## src/design/mdc_pkg.sv

```systemverilog
// ----------------------------------------------------------------------------
// mdc_pkg: shared types and constants for the message dedup cooldown table
// Widths, character codes, table sizing and the table write request.
// ----------------------------------------------------------------------------
`default_nettype none

package mdc_pkg;

	localparam int TABLE_ENTRIES = 8;
	localparam int IDX_W         = (TABLE_ENTRIES > 1) ? $clog2(TABLE_ENTRIES) : 1;

	localparam int BYTE_W     = 8;
	localparam int HASH_W     = 32;
	localparam int TIME_W     = 63;
	localparam int COOLDOWN_W = 17;
	localparam int WINDOW_W   = 27;
	localparam int OUT_IDX_W  = 3;

	localparam logic [HASH_W-1:0]     HASH_SEED      = 32'd5381;
	localparam logic [BYTE_W-1:0]     CHAR_TERM      = 8'h00;
	localparam logic [BYTE_W-1:0]     CHAR_RPAREN    = 8'h29;
	localparam logic [BYTE_W-1:0]     CHAR_SPACE     = 8'h20;
	localparam logic [WINDOW_W-1:0]   MS_PER_SECOND  = 27'd1000;
	localparam logic [COOLDOWN_W-1:0] COOLDOWN_RESET = 17'd300;
	localparam logic [WINDOW_W-1:0]   WINDOW_RESET   = 27'd300000;

	typedef struct packed {
		logic              en;
		logic              hash_en;
		logic [IDX_W-1:0]  idx;
		logic [HASH_W-1:0] hash;
		logic [TIME_W-1:0] last;
	} tbl_wr_t;

	typedef struct packed {
		logic [HASH_W-1:0] hash;
		logic [TIME_W-1:0] last;
	} tbl_rd_t;

endpackage

`default_nettype wire

```

## src/design/mdc_hash.sv

```systemverilog
// ----------------------------------------------------------------------------
// mdc_hash: byte hasher with prefix tracking
// Runs the full and content djb2a hashes and detects the ") " prefix.
// ----------------------------------------------------------------------------
`default_nettype none

module mdc_hash (
	input  wire logic                          clk,
	input  wire logic                          arst_n,
	input  wire logic                          byte_en,
	input  wire logic                          clear,
	input  wire logic [mdc_pkg::BYTE_W-1:0]    data,
	output logic      [mdc_pkg::HASH_W-1:0]    lookup_hash
);

	logic [mdc_pkg::HASH_W-1:0] full_q;
	logic [mdc_pkg::HASH_W-1:0] content_q;
	logic                       paren_q;
	logic                       prefix_q;
	logic                       passed_q;
	logic [mdc_pkg::HASH_W-1:0] full_next;
	logic [mdc_pkg::HASH_W-1:0] content_next;
	logic [mdc_pkg::HASH_W-1:0] data_ext;
	logic                       restart;
	logic                       first_paren;

	assign data_ext     = {{(mdc_pkg::HASH_W-mdc_pkg::BYTE_W){1'b0}}, data};
	assign full_next    = ((full_q << 5) + full_q) ^ data_ext;
	assign content_next = ((content_q << 5) + content_q) ^ data_ext;
	assign restart      = paren_q && (data == mdc_pkg::CHAR_SPACE);
	assign first_paren  = (data == mdc_pkg::CHAR_RPAREN) && !passed_q;
	assign lookup_hash  = prefix_q ? content_q : full_q;

	always_ff @(posedge clk or negedge arst_n) begin
		if (!arst_n) begin
			full_q    <= mdc_pkg::HASH_SEED;
			content_q <= mdc_pkg::HASH_SEED;
			paren_q   <= 1'b0;
			prefix_q  <= 1'b0;
			passed_q  <= 1'b0;
		end else if (clear) begin
			full_q    <= mdc_pkg::HASH_SEED;
			content_q <= mdc_pkg::HASH_SEED;
			paren_q   <= 1'b0;
			prefix_q  <= 1'b0;
			passed_q  <= 1'b0;
		end else if (byte_en) begin
			full_q <= full_next;
			// The space after the first ')' is not hashed; content restarts.
			if (restart) begin
				prefix_q  <= 1'b1;
				content_q <= mdc_pkg::HASH_SEED;
			end else begin
				content_q <= content_next;
			end
			paren_q <= first_paren;
			if (first_paren) begin
				passed_q <= 1'b1;
			end
		end
	end

endmodule

`default_nettype wire

```

## src/design/mdc_sub.sv

```systemverilog
// ----------------------------------------------------------------------------
// mdc_sub: shared time subtractor
// Computes a - b on 63-bit times with a borrow flag; used for both the
// oldest-entry search and the cooldown check.
// ----------------------------------------------------------------------------
`default_nettype none

module mdc_sub (
	input  wire logic [mdc_pkg::TIME_W-1:0] a,
	input  wire logic [mdc_pkg::TIME_W-1:0] b,
	output logic      [mdc_pkg::TIME_W-1:0] diff,
	output logic                            borrow
);

	logic [mdc_pkg::TIME_W:0] full_diff;

	assign full_diff = {1'b0, a} - {1'b0, b};
	assign diff      = full_diff[mdc_pkg::TIME_W-1:0];
	assign borrow    = full_diff[mdc_pkg::TIME_W];

endmodule

`default_nettype wire

```

## src/design/mdc_table.sv

```systemverilog
// ----------------------------------------------------------------------------
// mdc_table: hash / last-sent table storage
// Entries cleared by reset, one read address and one write port.
// ----------------------------------------------------------------------------
`default_nettype none

module mdc_table (
	input  wire logic                          clk,
	input  wire logic                          arst_n,
	input  wire logic [mdc_pkg::IDX_W-1:0]     rd_idx,
	output mdc_pkg::tbl_rd_t                   rd,
	input  wire mdc_pkg::tbl_wr_t              wr
);

	logic [mdc_pkg::HASH_W-1:0] hash_q [mdc_pkg::TABLE_ENTRIES];
	logic [mdc_pkg::TIME_W-1:0] last_q [mdc_pkg::TABLE_ENTRIES];

	assign rd.hash = hash_q[rd_idx];
	assign rd.last = last_q[rd_idx];

	always_ff @(posedge clk or negedge arst_n) begin
		if (!arst_n) begin
			for (int i = 0; i < mdc_pkg::TABLE_ENTRIES; i++) begin
				hash_q[i] <= '0;
				last_q[i] <= '0;
			end
		end else if (wr.en) begin
			last_q[wr.idx] <= wr.last;
			if (wr.hash_en) begin
				hash_q[wr.idx] <= wr.hash;
			end
		end
	end

endmodule

`default_nettype wire

```

## src/design/message_dedup_cooldown_table.sv

```systemverilog
// ----------------------------------------------------------------------------
// message_dedup_cooldown_table: repeated-message suppression by hash
// Hashes message bytes and decides on each terminator whether to send.
// ----------------------------------------------------------------------------
// Message bytes are taken one byte per cycle while in_stall is low and hashed
// on the fly. A zero byte ends the message: the block then stalls its input
// while a sequencer walks the table one entry per cycle through a single read
// port, sharing one 63-bit subtractor between the oldest-entry search and the
// cooldown check. The input stays stalled through the scan, which ends early
// on a hit, and through the decision, which also waits while the previous
// result is still held on the output. The result register lets new message
// bytes be accepted while a result waits to be taken. The cooldown window in
// milliseconds is computed once when the register is written.
`default_nettype none

module message_dedup_cooldown_table (
	input  wire logic                              clk,
	input  wire logic                              arst_n,
	input  wire logic                              cfg_valid,
	output logic                                   cfg_ready,
	input  wire logic [mdc_pkg::COOLDOWN_W-1:0]    cooldown_seconds,
	input  wire logic                              in_valid,
	output logic                                   in_stall,
	input  wire logic [mdc_pkg::BYTE_W-1:0]        message_byte,
	input  wire logic [mdc_pkg::TIME_W-1:0]        now_ms,
	output logic                                   out_valid,
	input  wire logic                              out_stall,
	output logic                                   send,
	output logic                                   hit,
	output logic      [mdc_pkg::OUT_IDX_W-1:0]     entry_index,
	output logic      [mdc_pkg::HASH_W-1:0]        message_hash
);

	typedef enum logic [2:0] {
		S_IDLE   = 3'b001,
		S_SCAN   = 3'b010,
		S_DECIDE = 3'b100
	} state_t;

	localparam logic [mdc_pkg::IDX_W-1:0] LAST_IDX = mdc_pkg::IDX_W'(mdc_pkg::TABLE_ENTRIES - 1);

	state_t                        state_q;
	logic [mdc_pkg::WINDOW_W-1:0]  window_q;
	logic [mdc_pkg::IDX_W-1:0]     idx_q;
	logic [mdc_pkg::IDX_W-1:0]     pick_q;
	logic [mdc_pkg::TIME_W-1:0]    min_q;
	logic [mdc_pkg::TIME_W-1:0]    last_q;
	logic                          found_q;
	logic [mdc_pkg::HASH_W-1:0]    hash_q;
	logic [mdc_pkg::TIME_W-1:0]    now_q;
	logic                          out_valid_q;
	logic                          send_q;
	logic                          hit_q;
	logic [mdc_pkg::OUT_IDX_W-1:0] entry_index_q;

	logic                          accept;
	logic                          term;
	logic [mdc_pkg::HASH_W-1:0]    lookup_hash;
	mdc_pkg::tbl_rd_t              rd;
	mdc_pkg::tbl_wr_t              wr;
	logic [mdc_pkg::TIME_W-1:0]    sub_a;
	logic [mdc_pkg::TIME_W-1:0]    sub_b;
	logic [mdc_pkg::TIME_W-1:0]    sub_diff;
	logic                          sub_borrow;
	logic                          match;
	logic                          in_window;
	logic                          slot_free;
	logic                          decide_go;
	logic                          send_now;

	assign cfg_ready = 1'b1;
	assign in_stall  = (state_q != S_IDLE);
	assign accept    = in_valid && !in_stall;
	assign term      = accept && (message_byte == mdc_pkg::CHAR_TERM);

	mdc_hash u_hash (
		.clk         (clk),
		.arst_n      (arst_n),
		.byte_en     (accept && !term),
		.clear       (term),
		.data        (message_byte),
		.lookup_hash (lookup_hash)
	);

	mdc_table u_table (
		.clk    (clk),
		.arst_n (arst_n),
		.rd_idx (idx_q),
		.rd     (rd),
		.wr     (wr)
	);

	// During the scan the subtractor compares an entry time against the
	// oldest seen so far; in the decision cycle it measures elapsed time.
	assign sub_a = (state_q == S_DECIDE) ? now_q  : rd.last;
	assign sub_b = (state_q == S_DECIDE) ? last_q : min_q;

	mdc_sub u_sub (
		.a      (sub_a),
		.b      (sub_b),
		.diff   (sub_diff),
		.borrow (sub_borrow)
	);

	assign match     = (rd.hash == hash_q);
	assign in_window = sub_borrow ||
		(sub_diff < {{(mdc_pkg::TIME_W-mdc_pkg::WINDOW_W){1'b0}}, window_q});
	assign send_now  = !found_q || !in_window;
	assign slot_free = !out_valid_q || !out_stall;
	assign decide_go = (state_q == S_DECIDE) && slot_free;

	always_comb begin
		wr         = '0;
		wr.idx     = pick_q;
		wr.hash    = hash_q;
		wr.last    = now_q;
		wr.hash_en = !found_q;
		wr.en      = decide_go && send_now;
	end

	always_ff @(posedge clk or negedge arst_n) begin
		if (!arst_n) begin
			window_q <= mdc_pkg::WINDOW_RESET;
		end else if (cfg_valid && cfg_ready) begin
			window_q <= {{(mdc_pkg::WINDOW_W-mdc_pkg::COOLDOWN_W){1'b0}}, cooldown_seconds} *
				mdc_pkg::MS_PER_SECOND;
		end
	end

	always_ff @(posedge clk or negedge arst_n) begin
		if (!arst_n) begin
			state_q     <= S_IDLE;
			out_valid_q <= 1'b0;
			idx_q       <= '0;
		end else begin
			if (out_valid_q && !out_stall) begin
				out_valid_q <= 1'b0;
			end
			case (state_q)
				S_IDLE: begin
					if (term) begin
						idx_q   <= '0;
						state_q <= S_SCAN;
					end
				end
				S_SCAN: begin
					if (match || (idx_q == LAST_IDX)) begin
						state_q <= S_DECIDE;
					end else begin
						idx_q <= idx_q + 1'b1;
					end
				end
				S_DECIDE: begin
					if (slot_free) begin
						out_valid_q <= 1'b1;
						state_q     <= S_IDLE;
					end
				end
				default: begin
					state_q <= S_IDLE;
				end
			endcase
		end
	end

	always_ff @(posedge clk) begin
		if (term) begin
			hash_q <= lookup_hash;
			now_q  <= now_ms;
		end
		if (state_q == S_SCAN) begin
			if (match) begin
				found_q <= 1'b1;
				pick_q  <= idx_q;
				last_q  <= rd.last;
			end else begin
				found_q <= 1'b0;
				// Strictly older wins, so ties keep the lower index.
				if ((idx_q == '0) || sub_borrow) begin
					pick_q <= idx_q;
					min_q  <= rd.last;
				end
			end
		end
		if (decide_go) begin
			send_q        <= send_now;
			hit_q         <= found_q;
			entry_index_q <= mdc_pkg::OUT_IDX_W'(pick_q);
		end
	end

	assign out_valid    = out_valid_q;
	assign send         = send_q;
	assign hit          = hit_q;
	assign entry_index  = entry_index_q;

	logic [mdc_pkg::HASH_W-1:0] result_hash_q;

	always_ff @(posedge clk) begin
		if (decide_go) begin
			result_hash_q <= hash_q;
		end
	end

	assign message_hash = result_hash_q;

endmodule

`default_nettype wire
```

## config.mk

```make
export PLATFORM = sky130hd
export DESIGN_NAME = message_dedup_cooldown_table
export DESIGN_NICKNAME = d
export VERILOG_FILES = /design/src/design/mdc_pkg.sv /design/src/design/mdc_hash.sv /design/src/design/mdc_sub.sv /design/src/design/mdc_table.sv /design/src/design/message_dedup_cooldown_table.sv
export SDC_FILE = /design/constraint.sdc
export NUM_CORES = 2
export LEC_CHECK = 0
export ABC_AREA = 1
export BUFFER_PORTS_ARGS = -buffer_cell sky130_fd_sc_hd__buf_2
export CORE_MARGIN = 3
export CORE_UTILIZATION = 55
export CTS_CLUSTER_DIAMETER = 100
export DETAILED_ROUTE_END_ITERATION = 10
export PLACE_DENSITY = 0.71
export SLEW_MARGIN = 20
export SYNTH_ARGS = -nofsm -noshare
export SYNTH_HDL_FRONTEND = slang
export SYNTH_SLANG_ARGS = --single-unit
```

## constraint.sdc

```tcl
create_clock -name clk -period 14.4 [get_ports clk]
set_clock_uncertainty 0.2 [all_clocks]
set_input_delay 3.6 -clock clk [delete_from_list [all_inputs] [get_ports clk]]
set_output_delay 3.6 -clock clk [all_outputs]
set_load 0.01 [all_outputs]
```

==> reports/metrics.cfg <==
[routing]
drtIter0Drc=5825
vias=51900
wl_per_cell_um=20.8
avgViaCountPerCell=6.02
first_pass_iters=6
drt-total-wl_mm=179
drtAntennaViolNets=0
post-route-drc-count=0

[worst_setup_path]
worstPathMaxFanout=101
worstSetupEndpointType=register
worstPathArrival_ps=9940
crit_required_ps=14820
max_stage_delay_ps=900
cp_slowest_cell=buf_4
start_kind=register
critPathBufInv=4
cp_common_cell=nand2_1
path_class=register to register
critical_path.top_delay_family=simple AND/OR/NAND/NOR gates

[power_and_ir_drop]
p_sw_mw=5.31
p_per_area_nw_per_um2=194
p_clk_share_pct=24.0
swShare_pct=42.0
combinationalPowerShare_pct=42.7
power_leakage_nw=30.7
p_int_mw=7.33
seq_power_share_pct=33.3
power_mw=12.6
ir_drop_v=0.000163

[synth]
yosysSeqAreaShare_pct=48.8
yosys_register_bits=1120
syn_nets=7663
yosysMostFrequentCell=nand2_1
synth_cell_types=55
syn_inst=7315
synth_edf_count=262
synth_ff_type=dfrtp_1
ys_warn_count=0
yosys.area.top_type=dfrtp_1
synthTopCellsByArea=dfrtp_1, edfxtp_1, nand2_1
avgSynthCellArea_um2=8.23
synthDominantCellAreaShare_pct=34.9
synthTopCellsByCount=nand2_1, dfrtp_1, o21ai_0
synthArstFlopShare_pct=76.6
synth_area_um2=60200

[job]
drv_cap=0

[grt]
grt_pass1_wl_mm=282
overflow=0
grt.total_usage_pct=31.3
first_global_vias=48600
grt_start_max_net_pins=245
antenna_found_initial=6

[timing]
hold_viol_final=0
setup_viol=0
fmax_ghz=0.105
finalWorstSetupSlack_ps=4870
rsz0062_at_grt=false
slew_viol_final=0
relSlewSlack_pct=19.6
fin_crit_sh_pct=66.2
finalSetupTns_ps=0
tightest_slew_ps=1210
fin_crit_ps=9530

[floorplanning]
die_area_um2=113000
die_w_um=337
core_area_um2=108000
ios=133
start_util_pct=55.8
die_h_um=337
num_rows=120

[finish]
diodes=0
drive_gt1_share_pct=6.47
utilization_pct=60.5
nets=7467
fillers=9491
areaGrowthSynthToFinish_pct=8.45
multi_input_area_um2=27500
regArea_um2=29400

[cts]
clkSinkCount=1120
post_cts_buffers=0
numCtsBuffers=117
hold_buffers=0
cts_tree=built
htreeDepth=3
cts_resized=0
clk_pin_slew_ps=60
clock_latency_ps=730
clockBufferDepth=3
root_buffer=clkbuf_16

[placed_design]
routabilityCongestion=0.993
portBuffers=131
post-place-ws_ps=5030
dp_hpwl_mm=110

[min_path]
min_path_type=register to register

[run_status]
outcome=complete, no violations

-- power groups by stage --
stage	combinational, mW	clock, mW	sequential, mW
after global routing	6.02	3.20	4.27
final	5.40	3.03	4.21
after floorplan	3.89	0	4.15
after global placement	5.18	0	4.24
after detailed placement	5.28	0	4.25
after CTS	5.31	3.07	4.20
-- routing by layer --
layer,track usage [%],routed length (µm),vias up
li1,-,-,24300
met1,47.0,79000,25100
met2,47.5,79900,2245
met3,5.20,16100,274
met4,8.00,3970,2
met5,0,12,-
-- tightest hold or removal path, delay by kind of cell (launching register included) --
family | cells | cell delay [ps]
flip-flops | 1 | 340
AND/OR/NAND/NOR | 2 | 90
-- state kept, by name, indices dropped and copies added, names as in the netlist, 3 cells and up --
name / cells
entry_index: 3
message_hash: 32
u_table.last_q: 504
hash_q: 32
last_q: 63
state_q: 3
window_q: 24
u_table.hash_q: 256
now_q: 63
min_q: 63
idx_q: 3
u_hash.full_q: 32
u_hash.content_q: 32
pick_q: 3
-- metrics by stage --
| step | area (µm²) | hold WS [ps] | instances |
|---|---|---|---|
| floorplan | 60200 | 226 | 7315 |
| global placement | 61300 | 248 | 8400 |
| detailed placement | 61300 | 253 | 8400 |
| CTS | 65200 | 267 | 8622 |
| global route | 65300 | 279 | 8625 |
| finish | 65300 | 264 | 8625 |
-- cell type report --
type	instances	area share [%]
clock inverter	54	0.817
sequential	1120	45.0
tap	1403	2.69
inverter	386	2.25
multi-input combinational	5293	42.1
clock buffer	168	5.09
timing repair buffer	201	2.08
-- path summary, 6_finish.rpt --
kind,end,cells past startpoint,from,slack [ps]
worst min-delay path,u_table.last_q[134]$_DFFE_PN0P_,2,u_table.last_q[134]$_DFFE_PN0P_,260
min in group asynchronous,u_hash.content_q[13]$_DFFE_PN0P_,1,arst_n,2710
worst min register to register,u_table.last_q[134]$_DFFE_PN0P_,2,u_table.last_q[134]$_DFFE_PN0P_,260
max in group asynchronous,u_table.last_q[459]$_DFFE_PN0P_,3,arst_n,9040
worst max-delay path,u_table.last_q[179]$_DFFE_PN0P_,31,idx_q[1]$_DFFE_PN0P_,4870
worst max register to register,u_table.last_q[179]$_DFFE_PN0P_,31,idx_q[1]$_DFFE_PN0P_,4870
-- cells in the final DEF (no fill, tap or decap), types with 8 or more instances in the layout --
cell type and instances:
xor2_1 76, nor2_1 791, a21oi_1 212, dfrtp_1 837, nor3_2 10, nor3_1 23
mux2i_1 62, nand3_4 8, nand3b_1 9, o221ai_1 22, a21boi_0 10, nor4_1 11
a31oi_1 81, o21ai_0 832, clkbuf_16 117, o211ai_1 9, or2_2 8, clkbuf_8 20
nand3_1 110, dfstp_2 19, edfxtp_1 262, nand2_1 2033, o21bai_1 12, o21a_1 10
nand2_2 18, buf_4 58, clkinv_2 26, nand4_1 519, ha_1 195, inv_1 382
xnor2_1 17, clkbuf_1 31, o22ai_1 106, buf_2 130, fa_1 60, buf_12 10
-- cell families (layout without fill, tap and decap cells) --
family          after synthesis  in the layout  share of synthesized area [%]
compound gates             1327           1327                           11.9
flops                      1120           1120                           48.8
fa+ha+maj                   255            255                           6.05
mux                          62             62                           1.03
xor+xnor                     93             93                           1.35
buf+inv                     902            809                           5.89
simple gates               3555           3555                           25.0
other cells                   1              1                        0.00623
(Power assumes the default switching activity.)
